$ cat src/rtl/core/rrbd_pkg.sv
// Package for the row/column byte deinterleaver.
// Holds field widths, default parameter values, register and status codes and shared structs.
// No dependencies.
package rrbd_pkg;

  localparam int unsigned DEF_MAX_ROWS      = 16;
  localparam int unsigned DEF_ROW_LENGTH    = 255;
  localparam int unsigned DEF_ELEMENT_WIDTH = 8;

  localparam int unsigned RowCountW = 5;
  localparam int unsigned FillW     = 8;
  localparam int unsigned OffsetW   = 8;
  localparam int unsigned LengthW   = 13;
  localparam int unsigned ColW      = 9;
  localparam int unsigned RowW      = 4;
  localparam int unsigned OutColW   = 8;
  localparam int unsigned StatusW   = 3;
  localparam int unsigned CfgIdxW   = 2;
  localparam int unsigned CfgDataW  = 13;
  localparam int unsigned StepCntW  = 4;

  localparam logic [StepCntW-1:0] DIV_STEPS = StepCntW'(LengthW);

  localparam logic [RowCountW-1:0] RESET_ROW_COUNT     = RowCountW'(1);
  localparam logic [FillW-1:0]     RESET_FILL_WIDTH    = FillW'(249);
  localparam logic [OffsetW-1:0]   RESET_COLUMN_OFFSET = '0;
  localparam logic [LengthW-1:0]   RESET_TOTAL_LENGTH  = '0;

  typedef enum logic [CfgIdxW-1:0] {
    REG_ROW_COUNT,
    REG_FILL_WIDTH,
    REG_COLUMN_OFFSET,
    REG_TOTAL_LENGTH
  } rrbd_reg_e;

  localparam logic [StatusW-1:0] STATUS_OK        = StatusW'(0);
  localparam logic [StatusW-1:0] STATUS_ZERO_DIM  = StatusW'(1);
  localparam logic [StatusW-1:0] STATUS_TOO_WIDE  = StatusW'(2);
  localparam logic [StatusW-1:0] STATUS_TOO_LONG  = StatusW'(3);
  localparam logic [StatusW-1:0] STATUS_TOO_SHORT = StatusW'(4);

  typedef struct packed {
    logic                 busy;
    logic [StatusW-1:0]   status;
    logic [RowCountW-1:0] row_count;
    logic [OffsetW-1:0]   column_offset;
    logic [LengthW-1:0]   total_length;
    logic [ColW-1:0]      short_row_end;
  } rrbd_cfg_t;

  typedef struct packed {
    logic               we;
    logic               pad;
    logic [RowW-1:0]    row_pad;
    logic [OutColW-1:0] col_pad;
    logic [RowW-1:0]    row;
    logic [OutColW-1:0] col;
    logic               done;
    logic [StatusW-1:0] status;
  } rrbd_cmd_t;

endpackage

$ cat src/rtl/core/rrbd_if.sv
// Valid/ready channel interfaces for the deinterleaver input bytes and output writes.
// Depends on rrbd_pkg.
interface rrbd_in_if
  import rrbd_pkg::*;
#(
  parameter int unsigned ELEMENT_WIDTH = DEF_ELEMENT_WIDTH
);
  logic                     valid;
  logic                     ready;
  logic [ELEMENT_WIDTH-1:0] element_value;

  modport source (output valid, output element_value, input ready);
  modport sink (input valid, input element_value, output ready);
endinterface

interface rrbd_out_if
  import rrbd_pkg::*;
#(
  parameter int unsigned ELEMENT_WIDTH = DEF_ELEMENT_WIDTH
);
  logic                     valid;
  logic                     ready;
  logic                     write_enable;
  logic [RowW-1:0]          row_index;
  logic [OutColW-1:0]       column_index;
  logic [ELEMENT_WIDTH-1:0] write_value;
  logic                     is_pad;
  logic                     last_of_item;
  logic                     pass_done;
  logic [StatusW-1:0]       status;

  modport source (
    output valid, output write_enable, output row_index, output column_index,
    output write_value, output is_pad, output last_of_item, output pass_done,
    output status, input ready
  );
  modport sink (
    input valid, input write_enable, input row_index, input column_index,
    input write_value, input is_pad, input last_of_item, input pass_done,
    input status, output ready
  );
endinterface

$ cat src/rtl/core/rs_row_byte_deinterleaver_top.sv
// Top level of the Reed-Solomon row/column byte deinterleaver.
// Depends on rrbd_pkg, rrbd_if, rrbd_cfg, rrbd_fifo, rrbd_front and rrbd_back.
//
// Each accepted byte yields one write of its table position, preceded by a zero
// pad write when the short last row has run out. While the sink stays ready, the
// output moves one write per clock cycle, and bytes are taken one per cycle while
// each yields a single write; once the short last row has run out, one byte in
// every row_count - 1 also brings a pad write, so the input is then accepted on
// row_count - 1 cycles out of every row_count. A two-entry command queue lets the
// front and back parts stall apart. After reset and after each configuration write
// the input is held off while a bit-serial remainder unit (one bit of total_length
// per cycle) derives the last row length and the status code; any configuration
// write also restarts the pass.
module rs_row_byte_deinterleaver_top
  import rrbd_pkg::*;
#(
  parameter int unsigned MAX_ROWS      = DEF_MAX_ROWS,
  parameter int unsigned ROW_LENGTH    = DEF_ROW_LENGTH,
  parameter int unsigned ELEMENT_WIDTH = DEF_ELEMENT_WIDTH
) (
  input  logic                clk_i,
  input  logic                rst_ni,
  input  logic                cfg_we_i,
  input  logic [CfgIdxW-1:0]  cfg_index_i,
  input  logic [CfgDataW-1:0] cfg_data_i,
  rrbd_in_if.sink             in_i,
  rrbd_out_if.source          out_o
);

  localparam int unsigned QueueW = $bits(rrbd_cmd_t) + ELEMENT_WIDTH;

  rrbd_cfg_t                cfg;
  rrbd_cmd_t                push_cmd;
  rrbd_cmd_t                head_cmd;
  logic [ELEMENT_WIDTH-1:0] push_value;
  logic [ELEMENT_WIDTH-1:0] head_value;
  logic                     push;
  logic                     pop;
  logic                     full;
  logic                     empty;
  logic [QueueW-1:0]        head_word;

  rrbd_cfg #(
    .MAX_ROWS  (MAX_ROWS),
    .ROW_LENGTH(ROW_LENGTH)
  ) u_cfg (
    .clk_i      (clk_i),
    .rst_ni     (rst_ni),
    .cfg_we_i   (cfg_we_i),
    .cfg_index_i(cfg_index_i),
    .cfg_data_i (cfg_data_i),
    .cfg_o      (cfg)
  );

  rrbd_front #(
    .ELEMENT_WIDTH(ELEMENT_WIDTH)
  ) u_front (
    .clk_i   (clk_i),
    .rst_ni  (rst_ni),
    .cfg_i   (cfg),
    .cfg_we_i(cfg_we_i),
    .in_i    (in_i),
    .full_i  (full),
    .push_o  (push),
    .cmd_o   (push_cmd),
    .value_o (push_value)
  );

  rrbd_fifo #(
    .WIDTH(QueueW)
  ) u_fifo (
    .clk_i      (clk_i),
    .rst_ni     (rst_ni),
    .push_i     (push),
    .push_data_i({push_cmd, push_value}),
    .full_o     (full),
    .pop_i      (pop),
    .head_o     (head_word),
    .empty_o    (empty)
  );

  assign {head_cmd, head_value} = head_word;

  rrbd_back #(
    .ELEMENT_WIDTH(ELEMENT_WIDTH)
  ) u_back (
    .clk_i  (clk_i),
    .rst_ni (rst_ni),
    .cmd_i  (head_cmd),
    .value_i(head_value),
    .empty_i(empty),
    .pop_o  (pop),
    .out_o  (out_o)
  );

endmodule

$ cat src/rtl/core/rrbd_cfg.sv
// Configuration registers and status check of the deinterleaver.
// A bit-serial remainder unit derives the last row length after each write.
// Depends on rrbd_pkg.
module rrbd_cfg
  import rrbd_pkg::*;
#(
  parameter int unsigned MAX_ROWS   = DEF_MAX_ROWS,
  parameter int unsigned ROW_LENGTH = DEF_ROW_LENGTH
) (
  input  logic                clk_i,
  input  logic                rst_ni,
  input  logic                cfg_we_i,
  input  logic [CfgIdxW-1:0]  cfg_index_i,
  input  logic [CfgDataW-1:0] cfg_data_i,
  output rrbd_cfg_t           cfg_o
);

  localparam int unsigned CmpW = 7;

  logic [RowCountW-1:0] row_count_q;
  logic [FillW-1:0]     fill_width_q;
  logic [OffsetW-1:0]   column_offset_q;
  logic [LengthW-1:0]   total_length_q;
  logic                 busy_q;
  logic [StepCntW-1:0]  cnt_q;
  logic [FillW-1:0]     rem_q;
  logic [FillW-1:0]     rem_d;
  logic [StatusW-1:0]   status_q;
  logic [StatusW-1:0]   status_d;
  logic [ColW-1:0]      short_end_q;
  logic [ColW-1:0]      short_end_d;

  logic [StepCntW-1:0]  bit_idx;
  logic [FillW:0]       shifted;
  logic [FillW-1:0]     last_len;
  logic [LengthW-1:0]   capacity;
  logic [LengthW-1:0]   capacity_m1;
  logic [RowCountW-1:0] rows_m1;
  logic [ColW-1:0]      width_sum;

  always_comb begin
    bit_idx = StepCntW'(LengthW - 1) - cnt_q;
    shifted = {rem_q, total_length_q[bit_idx]};
    if (shifted >= {1'b0, fill_width_q}) begin
      rem_d = FillW'(shifted - {1'b0, fill_width_q});
    end else begin
      rem_d = shifted[FillW-1:0];
    end
  end

  always_comb begin
    last_len    = (rem_q == '0) ? fill_width_q : rem_q;
    rows_m1     = row_count_q - RowCountW'(1);
    capacity    = LengthW'(row_count_q) * LengthW'(fill_width_q);
    capacity_m1 = LengthW'(rows_m1) * LengthW'(fill_width_q);
    width_sum   = {1'b0, fill_width_q} + {1'b0, column_offset_q};
    short_end_d = {1'b0, last_len} + {1'b0, column_offset_q};
    if (row_count_q == '0 || fill_width_q == '0 ||
        CmpW'(row_count_q) > CmpW'(MAX_ROWS)) begin
      status_d = STATUS_ZERO_DIM;
    end else if (width_sum > ColW'(ROW_LENGTH)) begin
      status_d = STATUS_TOO_WIDE;
    end else if (total_length_q > capacity) begin
      status_d = STATUS_TOO_LONG;
    end else if (row_count_q > RowCountW'(1) && total_length_q >= LengthW'(last_len) &&
                 (total_length_q - LengthW'(last_len)) < capacity_m1) begin
      status_d = STATUS_TOO_SHORT;
    end else begin
      status_d = STATUS_OK;
    end
  end

  always_ff @(posedge clk_i or negedge rst_ni) begin
    if (!rst_ni) begin
      row_count_q     <= RESET_ROW_COUNT;
      fill_width_q    <= RESET_FILL_WIDTH;
      column_offset_q <= RESET_COLUMN_OFFSET;
      total_length_q  <= RESET_TOTAL_LENGTH;
      busy_q          <= 1'b1;
      cnt_q           <= '0;
      rem_q           <= '0;
      status_q        <= STATUS_OK;
      short_end_q     <= '0;
    end else if (cfg_we_i) begin
      case (rrbd_reg_e'(cfg_index_i))
        REG_ROW_COUNT:     row_count_q     <= cfg_data_i[RowCountW-1:0];
        REG_FILL_WIDTH:    fill_width_q    <= cfg_data_i[FillW-1:0];
        REG_COLUMN_OFFSET: column_offset_q <= cfg_data_i[OffsetW-1:0];
        REG_TOTAL_LENGTH:  total_length_q  <= cfg_data_i[LengthW-1:0];
        default:           row_count_q     <= row_count_q;
      endcase
      busy_q <= 1'b1;
      cnt_q  <= '0;
      rem_q  <= '0;
    end else if (busy_q) begin
      if (cnt_q != DIV_STEPS) begin
        rem_q <= rem_d;
        cnt_q <= cnt_q + StepCntW'(1);
      end else begin
        status_q    <= status_d;
        short_end_q <= short_end_d;
        busy_q      <= 1'b0;
      end
    end
  end

  assign cfg_o.busy          = busy_q;
  assign cfg_o.status        = status_q;
  assign cfg_o.row_count     = row_count_q;
  assign cfg_o.column_offset = column_offset_q;
  assign cfg_o.total_length  = total_length_q;
  assign cfg_o.short_row_end = short_end_q;

endmodule

$ cat src/rtl/core/rrbd_fifo.sv
// Two-entry queue between the front and back parts of the deinterleaver.
// Has no dependencies; carries an opaque word.
module rrbd_fifo #(
  parameter int unsigned WIDTH = 8
) (
  input  logic             clk_i,
  input  logic             rst_ni,
  input  logic             push_i,
  input  logic [WIDTH-1:0] push_data_i,
  output logic             full_o,
  input  logic             pop_i,
  output logic [WIDTH-1:0] head_o,
  output logic             empty_o
);

  logic [WIDTH-1:0] mem_q [2];
  logic             wr_ptr_q;
  logic             rd_ptr_q;
  logic [1:0]       count_q;

  assign full_o  = (count_q == 2'd2);
  assign empty_o = (count_q == 2'd0);
  assign head_o  = mem_q[rd_ptr_q];

  always_ff @(posedge clk_i) begin
    if (push_i) begin
      mem_q[wr_ptr_q] <= push_data_i;
    end
  end

  always_ff @(posedge clk_i or negedge rst_ni) begin
    if (!rst_ni) begin
      wr_ptr_q <= 1'b0;
      rd_ptr_q <= 1'b0;
      count_q  <= '0;
    end else begin
      if (push_i) begin
        wr_ptr_q <= ~wr_ptr_q;
      end
      if (pop_i) begin
        rd_ptr_q <= ~rd_ptr_q;
      end
      case ({push_i, pop_i})
        2'b10:   count_q <= count_q + 2'd1;
        2'b01:   count_q <= count_q - 2'd1;
        default: count_q <= count_q;
      endcase
    end
  end

endmodule

$ cat src/rtl/core/rrbd_front.sv
// Front part of the deinterleaver: accepts bytes, walks the row/column counters
// and issues one command per transaction to the queue. Depends on rrbd_pkg, rrbd_if.
module rrbd_front
  import rrbd_pkg::*;
#(
  parameter int unsigned ELEMENT_WIDTH = DEF_ELEMENT_WIDTH
) (
  input  logic                     clk_i,
  input  logic                     rst_ni,
  input  rrbd_cfg_t                cfg_i,
  input  logic                     cfg_we_i,
  rrbd_in_if.sink                  in_i,
  input  logic                     full_i,
  output logic                     push_o,
  output rrbd_cmd_t                cmd_o,
  output logic [ELEMENT_WIDTH-1:0] value_o
);

  logic [RowW-1:0]      row_q, row_d;
  logic [ColW-1:0]      col_q, col_d;
  logic [LengthW-1:0]   taken_q, taken_d;

  logic                 accept;
  logic                 good;
  logic                 first;
  logic                 done;
  logic                 pad;
  logic [RowW-1:0]      row_e;
  logic [ColW-1:0]      col_e;
  logic [RowW-1:0]      row_a;
  logic [ColW-1:0]      col_a;
  logic [RowW-1:0]      row_n;
  logic                 wrap;
  logic [RowCountW-1:0] rows_m1;

  assign in_i.ready = !cfg_i.busy && !full_i;
  assign accept     = in_i.valid && in_i.ready;
  assign push_o     = accept;

  always_comb begin
    good    = (cfg_i.status == STATUS_OK) && (cfg_i.total_length != '0);
    first   = (taken_q == '0);
    row_e   = first ? '0 : row_q;
    col_e   = first ? {1'b0, cfg_i.column_offset} : col_q;
    done    = ({1'b0, taken_q} + (LengthW+1)'(1)) >= {1'b0, cfg_i.total_length};
    rows_m1 = cfg_i.row_count - RowCountW'(1);
    pad     = (RowCountW'(row_e) == rows_m1) && (col_e >= cfg_i.short_row_end);
    row_a   = pad ? '0 : row_e;
    col_a   = pad ? col_e + ColW'(1) : col_e;
    row_n   = row_a + RowW'(1);
    wrap    = (RowCountW'(row_n) == cfg_i.row_count) || (row_n == '0);
    if (!good || done) begin
      row_d   = '0;
      col_d   = '0;
      taken_d = '0;
    end else begin
      row_d   = wrap ? '0 : row_n;
      col_d   = wrap ? col_a + ColW'(1) : col_a;
      taken_d = taken_q + LengthW'(1);
    end
  end

  always_comb begin
    cmd_o.we      = good;
    cmd_o.pad     = good && pad;
    cmd_o.row_pad = row_e;
    cmd_o.col_pad = col_e[OutColW-1:0];
    cmd_o.row     = good ? row_a : '0;
    cmd_o.col     = good ? col_a[OutColW-1:0] : '0;
    cmd_o.done    = good && done;
    cmd_o.status  = cfg_i.status;
    value_o       = good ? in_i.element_value : '0;
  end

  always_ff @(posedge clk_i or negedge rst_ni) begin
    if (!rst_ni) begin
      row_q   <= '0;
      col_q   <= '0;
      taken_q <= '0;
    end else if (cfg_we_i) begin
      row_q   <= '0;
      col_q   <= '0;
      taken_q <= '0;
    end else if (accept) begin
      row_q   <= row_d;
      col_q   <= col_d;
      taken_q <= taken_d;
    end
  end

endmodule

$ cat src/rtl/core/rrbd_back.sv
// Back part of the deinterleaver: expands each queued command into its pad
// and data writes through a registered output. Depends on rrbd_pkg, rrbd_if.
module rrbd_back
  import rrbd_pkg::*;
#(
  parameter int unsigned ELEMENT_WIDTH = DEF_ELEMENT_WIDTH
) (
  input  logic                     clk_i,
  input  logic                     rst_ni,
  input  rrbd_cmd_t                cmd_i,
  input  logic [ELEMENT_WIDTH-1:0] value_i,
  input  logic                     empty_i,
  output logic                     pop_o,
  rrbd_out_if.source               out_o
);

  logic                     valid_q;
  logic                     pad_sent_q;
  logic                     load;
  logic                     emit_pad;
  logic                     we_q;
  logic [RowW-1:0]          row_q;
  logic [OutColW-1:0]       col_q;
  logic [ELEMENT_WIDTH-1:0] value_q;
  logic                     is_pad_q;
  logic                     last_q;
  logic                     done_q;
  logic [StatusW-1:0]       status_q;

  assign load     = (!valid_q || out_o.ready) && !empty_i;
  assign emit_pad = cmd_i.pad && !pad_sent_q;
  assign pop_o    = load && !emit_pad;

  always_ff @(posedge clk_i or negedge rst_ni) begin
    if (!rst_ni) begin
      valid_q    <= 1'b0;
      pad_sent_q <= 1'b0;
    end else begin
      if (load) begin
        valid_q    <= 1'b1;
        pad_sent_q <= emit_pad;
      end else if (out_o.ready) begin
        valid_q <= 1'b0;
      end
    end
  end

  always_ff @(posedge clk_i) begin
    if (load) begin
      if (emit_pad) begin
        we_q     <= 1'b1;
        row_q    <= cmd_i.row_pad;
        col_q    <= cmd_i.col_pad;
        value_q  <= '0;
        is_pad_q <= 1'b1;
        last_q   <= 1'b0;
        done_q   <= cmd_i.done;
        status_q <= STATUS_OK;
      end else begin
        we_q     <= cmd_i.we;
        row_q    <= cmd_i.row;
        col_q    <= cmd_i.col;
        value_q  <= value_i;
        is_pad_q <= 1'b0;
        last_q   <= 1'b1;
        done_q   <= cmd_i.done;
        status_q <= cmd_i.status;
      end
    end
  end

  assign out_o.valid        = valid_q;
  assign out_o.write_enable = we_q;
  assign out_o.row_index    = row_q;
  assign out_o.column_index = col_q;
  assign out_o.write_value  = value_q;
  assign out_o.is_pad       = is_pad_q;
  assign out_o.last_of_item = last_q;
  assign out_o.pass_done    = done_q;
  assign out_o.status       = status_q;

endmodule

$ cat src/flat_wrapper.sv
// flat-port wrapper written by rule: the top's interface ports become plain ports
module rs_row_byte_deinterleaver_top_flat import rrbd_pkg::*;
#(
  parameter int unsigned MAX_ROWS      = DEF_MAX_ROWS,
  parameter int unsigned ROW_LENGTH    = DEF_ROW_LENGTH,
  parameter int unsigned ELEMENT_WIDTH = DEF_ELEMENT_WIDTH
)
  (clk_i, rst_ni, cfg_we_i, cfg_index_i, cfg_data_i, in_i_valid, in_i_element_value, in_i_ready, out_o_valid, out_o_write_enable, out_o_row_index, out_o_column_index, out_o_write_value, out_o_is_pad, out_o_last_of_item, out_o_pass_done, out_o_status, out_o_ready);
  rrbd_in_if #(.ELEMENT_WIDTH(ELEMENT_WIDTH)) in_i_i ();
  rrbd_out_if #(.ELEMENT_WIDTH(ELEMENT_WIDTH)) out_o_i ();
  input  logic clk_i;
  input  logic rst_ni;
  input  logic cfg_we_i;
  input  logic [CfgIdxW-1:0] cfg_index_i;
  input  logic [CfgDataW-1:0] cfg_data_i;
  input wire logic [$bits(in_i_i.valid)-1:0] in_i_valid;
  input wire logic [$bits(in_i_i.element_value)-1:0] in_i_element_value;
  output wire logic [$bits(in_i_i.ready)-1:0] in_i_ready;
  output wire logic [$bits(out_o_i.valid)-1:0] out_o_valid;
  output wire logic [$bits(out_o_i.write_enable)-1:0] out_o_write_enable;
  output wire logic [$bits(out_o_i.row_index)-1:0] out_o_row_index;
  output wire logic [$bits(out_o_i.column_index)-1:0] out_o_column_index;
  output wire logic [$bits(out_o_i.write_value)-1:0] out_o_write_value;
  output wire logic [$bits(out_o_i.is_pad)-1:0] out_o_is_pad;
  output wire logic [$bits(out_o_i.last_of_item)-1:0] out_o_last_of_item;
  output wire logic [$bits(out_o_i.pass_done)-1:0] out_o_pass_done;
  output wire logic [$bits(out_o_i.status)-1:0] out_o_status;
  input wire logic [$bits(out_o_i.ready)-1:0] out_o_ready;
  assign in_i_i.valid = in_i_valid;
  assign in_i_i.element_value = in_i_element_value;
  assign in_i_ready = in_i_i.ready;
  assign out_o_valid = out_o_i.valid;
  assign out_o_write_enable = out_o_i.write_enable;
  assign out_o_row_index = out_o_i.row_index;
  assign out_o_column_index = out_o_i.column_index;
  assign out_o_write_value = out_o_i.write_value;
  assign out_o_is_pad = out_o_i.is_pad;
  assign out_o_last_of_item = out_o_i.last_of_item;
  assign out_o_pass_done = out_o_i.pass_done;
  assign out_o_status = out_o_i.status;
  assign out_o_i.ready = out_o_ready;
  rs_row_byte_deinterleaver_top #(.MAX_ROWS(MAX_ROWS), .ROW_LENGTH(ROW_LENGTH), .ELEMENT_WIDTH(ELEMENT_WIDTH)) u_core (.clk_i(clk_i), .rst_ni(rst_ni), .cfg_we_i(cfg_we_i), .cfg_index_i(cfg_index_i), .cfg_data_i(cfg_data_i), .in_i(in_i_i), .out_o(out_o_i));
endmodule
$ cat config.mk
export PLATFORM = sky130hd
export DESIGN_NAME = rs_row_byte_deinterleaver_top_flat
export DESIGN_NICKNAME = d
export VERILOG_FILES = /design/src/rtl/core/rrbd_pkg.sv /design/src/rtl/core/rrbd_if.sv /design/src/rtl/core/rs_row_byte_deinterleaver_top.sv /design/src/rtl/core/rrbd_cfg.sv /design/src/rtl/core/rrbd_fifo.sv /design/src/rtl/core/rrbd_front.sv /design/src/rtl/core/rrbd_back.sv /design/src/flat_wrapper.sv
export SDC_FILE = /design/constraint.sdc
export NUM_CORES = 1
export LEC_CHECK = 0
export BUFFER_PORTS_ARGS = -buffer_cell sky130_fd_sc_hd__buf_4
export CAP_MARGIN = 20
export CORE_ASPECT_RATIO = 0.6
export CORE_MARGIN = 8
export CORE_UTILIZATION = 60
export CTS_CLUSTER_DIAMETER = 50
export DETAILED_ROUTE_END_ITERATION = 6
export HOLD_SLACK_MARGIN = 0.03
export PLACE_DENSITY_LB_ADDON = 0.25
export RECOVER_POWER = 100
export SYNTH_ARGS = -nofsm -noshare
export SYNTH_HDL_FRONTEND = slang
export SYNTH_SLANG_ARGS = --single-unit
$ cat constraint.sdc
create_clock -name clk_i -period 15 [get_ports clk_i]
set_clock_uncertainty 0.1 [all_clocks]
set_input_delay 0.75 -clock clk_i [delete_from_list [all_inputs] [get_ports clk_i]]
set_output_delay 0.75 -clock clk_i [all_outputs]
set_load 0.02 [all_outputs]
# Word level (Yosys, flattened, before mapping)
# Memory sizes are Yosys's and may differ from the RTL's.
# Index checks and enable logic that the tools add are counted.
# Widths: inputs -> output; s select.
[totals]
input_bits = 28
output_inout_bits = 29
romBits = 0
mem_bits_rw = 76
latch_bits = 0
reg_bits = 118
wordCells = 152
n_memories = 1
[classes]
eq_ne = 9
div = 0
order_cmp = 10
n_bitwise = 4
shifts = 0
add_sub_neg = 14
n_reduce_logical = 43
mux = 44
mul = 2
[mem_list]
columns = ["name", "words", "word_bits", "read_ports", "rd_ports_with_merged_regs", "write_ports", "line", "text"]
rows = [
  ["u_core.u_fifo.mem_q", 2, 38, 1, 0, 1, "rrbd_fifo.sv:16", "logic [WIDTH-1:0] mem_q [2];"],
]
[op_table]
columns = ["operator", "n"]
rows = [
  ["$mux 8", 8],
  ["$mux 9", 6],
  ["$mux 4", 11],
  ["$mux 13", 3],
  ["$mul 5x8->13", 2],
  ["$add 8x8->9", 2],
  ["$add 9x1->9 const B", 2],
  ["$logic_not 8->1", 2],
  ["$add 13x1->14 const B", 1],
  ["$ge 14x13->1", 1],
  ["$add 13x1->13 const B", 1],
  ["$ge 13x8->1", 1],
  ["$gt 13x13->1", 1],
  ["$logic_not 13->1", 1],
  ["$lt 13x13->1", 1],
  ["$reduce_bool 13->1", 1],
  ["$sub 13x8->13", 1],
  ["$mux 3", 4],
  ["$logic_and 1x1->1", 11],
  ["$eq 4x5->1", 2],
  ["$mux 1", 10],
  ["$reduce_and 2->1", 5],
  ["$reduce_bool 2->1", 5],
  ["$ge 9x8->1", 1],
  ["other kinds (24)", 43],
]

# Depth between registers and ports, before layout
[logic_depth]
word_depth = 12
ltp_mapped = 26
mapped_depth_nobuf = 25

# Cells and area by module
# From an unflattened synthesis, not the netlist that was laid out.
[unflattened]
hier_cells = 1361
hier_area_um2 = 14059.7
[modules_own_cells]
columns = ["mod", "seq_area_each_um2", "cells_each", "area_per_inst_um2", "instances"]
rows = [
  ["rrbd_cfg", 1486.4, 754, 6814.0, 1],
  ["rrbd_front", 650.6, 385, 3100.5, 1],
  ["rrbd_fifo", 2382.3, 134, 2972.9, 1],
  ["rrbd_back", 860.8, 88, 1172.4, 1],
]

# Worst setup path before layout
# No wires, ideal clock.
[synth_path]
path_kind = "reg-to-reg"
startpoint = "register u_core.u_cfg.row_count_q[0]"
endpoint = "register u_core.u_cfg.status_q[2]"
required_time_ps = 14790
slack_ps = 8824
setup_ps = 110
path_stages_with_launch = 26
n_path_buf = 1
arrival_time_ps = 5966
path_cell_list = "dfstp_2 > inv_1 > clkbuf_1 > ha_1 > nor3b_1 > xor2_1 > nand2_1 > fa_1 > fa_1 > fa_1 > inv_1 > ha_1 > a21o_1 > a21oi_1 > o21bai_1 > a21oi_1 > o21bai_1 > a21oi_1 > o21bai_1 > a21oi_1 > xor2_1 > ha_1 > and4_1 > a221oi_1 > nand3_1 > o41ai_1"
[synth_between]
elab_chain_cells = 8
word_cells_on_any_way = 16
[synth_lines]
columns = ["item", "line", "text"]
rows = [
  ["start, declared", "rrbd_cfg.sv:20", "logic [RowCountW-1:0] row_count_q;"],
  ["start signal, assigned", "rrbd_cfg.sv:86", "REG_ROW_COUNT: row_count_q <= cfg_data_i[RowCountW-1:0];"],
  ["start signal, assigned", "rrbd_cfg.sv:90", "default: row_count_q <= row_count_q;"],
  ["$sub 5x1->5", "rrbd_cfg.sv:53", "rows_m1 = row_count_q - RowCountW'(1);"],
  ["$mul 5x8->13", "rrbd_cfg.sv:55", "capacity_m1 = LengthW'(rows_m1) * LengthW'(fill_width_q);"],
  ["$lt 13x13->1", "rrbd_cfg.sv:66", "(total_length_q - LengthW'(last_len)) < capacity_m1) begin"],
  ["$logic_and 1x1->1", "rrbd_cfg.sv:65", "end else if (row_count_q > RowCountW'(1) && total_length_q >= LengthW'(last_len) &&"],
  ["$mux 3", "rrbd_cfg.sv:65", ""],
  ["$mux 3", "rrbd_cfg.sv:63", "end else if (total_length_q > capacity) begin"],
  ["$mux 3", "rrbd_cfg.sv:61", "end else if (width_sum > ColW'(ROW_LENGTH)) begin"],
  ["$mux 3 *", "rrbd_cfg.sv:58", "if (row_count_q == '0 || fill_width_q == '0 ||"],
  ["end signal, assigned", "rrbd_cfg.sv:100", "status_q <= status_d;"],
  ["end, declared", "rrbd_cfg.sv:28", "logic [StatusW-1:0] status_q;"],
]
# Every way passes the cells marked *; elsewhere a longest branch is shown, timed or not.
# A chain may end at the register's enable or synchronous reset.

==> load_flow_metrics.sql <==
INSERT INTO impl_metrics (metric_group, metric, value, unit) VALUES
('power', 'p_leak', '0.00653', 'uW'),
('synthesis', 'commonest_cells_in_the_synthesized_netlist', 'sky130_fd_sc_hd__ha_1 (132), sky130_fd_sc_hd__inv_1 (126), sky130_fd_sc_hd__edfxtp_1 (103)', ''),
('synthesis', 'post-synth-top-area-cell', 'sky130_fd_sc_hd__edfxtp_1', ''),
('critical_path', 'critPathSlowestCell', 'sky130_fd_sc_hd__nor4_1', ''),
('critical_path', 'crit_path_cell_trace', 'nor4_1, nand3_1, mux2i_1, inv_1, ha_1, and4_1, o21ai_0, o211ai_1, nand4_1, nor2_1, nor2_1, ha_1, or3_1, o31ai_1, a311oi_1, o211a_1, nor2_1, nand2_1, o31ai_1', ''),
('timing', 'grt_setup_unrepaired', 'no', ''),
('global_route', 'grt_max_degree', '52', ''),
('floorplan', 'start_util', '61.1', '%'),
('global_route', 'all_layer_global_routing_usage', '25.1', '%'),
('critical_path', 'reg2reg_slack', '7740', 'ps'),
('drt', 'post-route-drc-count', '0', ''),
('synthesis', 'yosys_register_bits', '194', ''),
('timing', 'report.final.slew_viol_count', '228', ''),
('hold_path', 'hp-class', 'flip-flop to flip-flop', ''),
('clocking', 'numCtsBuffers', '17', ''),
('hold_path', 'min_delay_worst_endpoint', 'u_core.u_cfg.short_end_q[3]', ''),
('timing', 'achievable-frequency', '138', 'MHz'),
('critical_path', 'arrival', '7520', 'ps'),
('critical_path', 'worstReg2RegEnd', 'u_core.u_front.row_q[3]', ''),
('critical_path', 'type_of_the_setup_path_with_the_least_slack', 'flip-flop to flip-flop', ''),
('global_route', 'grt_pass1_vias', '9387', ''),
('floorplan', 'die_height', '132', 'um'),
('finish', 'design_area', '14500', 'sq um'),
('power', 'power_density', '196', 'nW/um^2'),
('place', 'placement.io_buffers', '56', ''),
('synthesis', 'largest_family_of_logic_cells_by_synthesized_area', 'adder cells', ''),
('synthesis', 'post_synthesis_simple_gate_area_fraction', '13.1', '%'),
('critical_path', 'worst_r2r_path_depth', '19', ''),
('clocking', 'number_of_clock_sinks', '194', ''),
('critical_path', 'setup.worst_path.end_class', 'flip-flop', ''),
('synthesis', 'yosysMostFrequentCell', 'sky130_fd_sc_hd__ha_1', ''),
('synthesis', 'yosysSeqAreaShare', '40.0', '%'),
('clocking', 'cts.hold.buffers_added', '0', ''),
('critical_path', 'cp_bufs_invs', '1', ''),
('timing', 'finalCritPeriodShare', '48.4', '%'),
('clocking', 'cts_buffer_depth', '2', ''),
('job', 'cap_violations', '7', ''),
('synthesis', 'synthCells', '1250', ''),
('synthesis', 'post_synth_xor_area_fraction', '5.28', '%'),
('synthesis', 'postSynthNetCount', '1450', ''),
('floorplan', 'dieWidth', '209', 'um'),
('drt', 'detail-route-antenna-nets', '0', ''),
('synthesis', 'async_flop_share', '46.9', '%'),
('floorplan', 'fp-row-count', '42', ''),
('global_route', 'grt_pass1_wl', '53.9', 'mm'),
('synthesis', 'synth_flop_cell', 'sky130_fd_sc_hd__edfxtp_1', ''),
('drt', 'route.detailed.vias_per_inst', '6.01', ''),
('run_status', 'failed_checks', 'max-capacitance violations, max-slew violations', ''),
('drt', 'detailedRoute.firstPassIterationCount', '5', ''),
('clocking', 'clk_latency', '450', 'ps'),
('run_status', 'status', 'finished with violations', ''),
('synthesis', 'ys_top_cells_by_area', 'sky130_fd_sc_hd__edfxtp_1 (23%), sky130_fd_sc_hd__dfrtp_1 (15%), sky130_fd_sc_hd__ha_1 (12%)', ''),
('power', 'p_total', '2840', 'uW'),
('clocking', 'cts_root_buf', 'sky130_fd_sc_hd__clkbuf_16', ''),
('critical_path', 'critPathMostFrequentCell', 'sky130_fd_sc_hd__nor2_1', ''),
('critical_path', 'critPathLaunchType', 'flip-flop', ''),
('hold_path', 'timing.hold.worst_path_depth', '2', ''),
('synthesis', 'synth-adder-area-share', '18.2', '%'),
('timing', 'worst-slew-pin-transition', '2940', 'ps'),
('synthesis', 'synth_edf_count', '103', ''),
('drt', 'routed-via-count', '9610', ''),
('finish', 'design.final.nets', '1499', ''),
('place', 'detailedPlacementHpwl', '26.1', 'mm'),
('global_route', 'grt_antenna_before_repair', '0', ''),
('global_route', 'gr_ovfl_total', '0', ''),
('floorplan', 'top_level_ports', '57', ''),
('synthesis', 'synth_top_cell_area_share', '23.0', '%'),
('synthesis', 'synth_warn', '0', ''),
('drt', 'detail_route.wl_per_cell', '21.0', 'um'),
('synthesis', 'cell_area_synth', '13400', 'sq um'),
('finish', 'syn_to_final_growth', '7.80', '%');
## logic make-up after synthesis
| kind of cell | Yosys count |
|---|---|
| DFF | 194 |
| and+or+nand+nor | 346 |
| buffers and inverters | 162 |
| adders and majority gates | 172 |
| xor gates and xnor gates | 81 |
| AOI/OAI and AO/OA | 211 |
| muxes | 84 |
## report_power, final
part | internal [uW] | switching, uW | leakage (uW)
registers | 646 | 92.8 | 0.00212
logic | 692 | 943 | 0.00412
clock network | 237 | 225 | 0.000286
## sequential cells by signal, indices dropped and copies added, names as in the netlist, 8 cells and up
signal,count
u_core.u_back.out_o.write_value,8
u_core.u_front.col_q,9
u_core.u_front.taken_q,13
u_core.u_cfg.column_offset_q,8
u_core.u_cfg.rem_q,8
u_core.u_back.out_o.column_index,8
u_core.u_cfg.short_end_q,9
u_core.u_cfg.total_length_q,13
u_core.u_fifo.mem_q,76
u_core.u_cfg.fill_width_q,8
## cells in the final DEF (no fill, tap or decap), types with 11 or more instances in the layout
cell,count
sky130_fd_sc_hd__ha_1,132
sky130_fd_sc_hd__inv_1,126
sky130_fd_sc_hd__edfxtp_1,103
sky130_fd_sc_hd__nor2_1,97
sky130_fd_sc_hd__nand2_1,92
sky130_fd_sc_hd__dfrtp_1,83
sky130_fd_sc_hd__xnor2_1,55
sky130_fd_sc_hd__o21ai_0,49
sky130_fd_sc_hd__a21oi_1,47
sky130_fd_sc_hd__fa_1,40
sky130_fd_sc_hd__clkbuf_1,38
sky130_fd_sc_hd__mux2_2,37
sky130_fd_sc_hd__a21o_1,32
sky130_fd_sc_hd__mux2i_1,30
sky130_fd_sc_hd__nand3_1,27
sky130_fd_sc_hd__xor2_1,26
sky130_fd_sc_hd__buf_4,26
sky130_fd_sc_hd__nor3_1,19
sky130_fd_sc_hd__clkbuf_16,17
sky130_fd_sc_hd__and2_1,16
sky130_fd_sc_hd__mux4_2,15
sky130_fd_sc_hd__o21bai_1,14
sky130_fd_sc_hd__nor2b_1,13
sky130_fd_sc_hd__and3_1,13
sky130_fd_sc_hd__a22o_1,13
sky130_fd_sc_hd__nand4_1,12
sky130_fd_sc_hd__nor4_1,11
sky130_fd_sc_hd__nand2b_1,11
## worst max-delay path by stage
| stage | startpoint | to | slack [ps] | cells past startpoint |
|---|---|---|---|---|
| after CTS | u_core.u_cfg.row_count_q[0] | u_core.u_cfg.status_q[2] | 8030 | 24 |
| after global placement | u_core.u_cfg.row_count_q[0] | u_core.u_cfg.status_q[2] | 8430 | 23 |
| final | u_core.u_front.taken_q[9] | u_core.u_front.row_q[3] | 7740 | 19 |
| after global routing | u_core.u_front.taken_q[0] | u_core.u_front.row_q[3] | 7200 | 21 |
| after detailed placement | u_core.u_cfg.row_count_q[0] | u_core.u_cfg.status_q[2] | 8070 | 24 |
| after floorplan | u_core.u_cfg.row_count_q[0] | u_core.u_cfg.status_q[2] | 8820 | 25 |
## layer usage
layer  global-route usage (%)  wire, um  up-vias
li1                         -         -     4529
met1                     38.5     16900     4709
met2                     33.6     13100      345
met3                     8.59      3280       27
met4                     4.52       298        0
met5                        0         0        -
## per-stage QoR
step	cells	utilization (%)	worst slack, ps
floorplan	1250	-	8820
global placement	1564	64.2	8430
detailed placement	1564	64.2	8070
CTS	1596	66.9	8030
global route	1598	65.8	7200
finish	1598	65.8	7740
## tightest hold or removal path: stages, from the launching register on
cell and delay, ps:
sky130_fd_sc_hd__dfrtp_1 340, sky130_fd_sc_hd__nand2_1 40, sky130_fd_sc_hd__o21ai_0 60
## cell type report
class                      instances  area (sq um)  share of cell area, %
multi-input combinational        894          7340                   50.7
sequential                       194          5380                   37.1
inverter                         128           480                   3.31
clock buffer                      17           425                   2.94
tap                              286           358                   2.47
timing repair buffer              64           338                   2.33
clock inverter                    15           169                   1.17
Power figures use the tool's default switching activity.
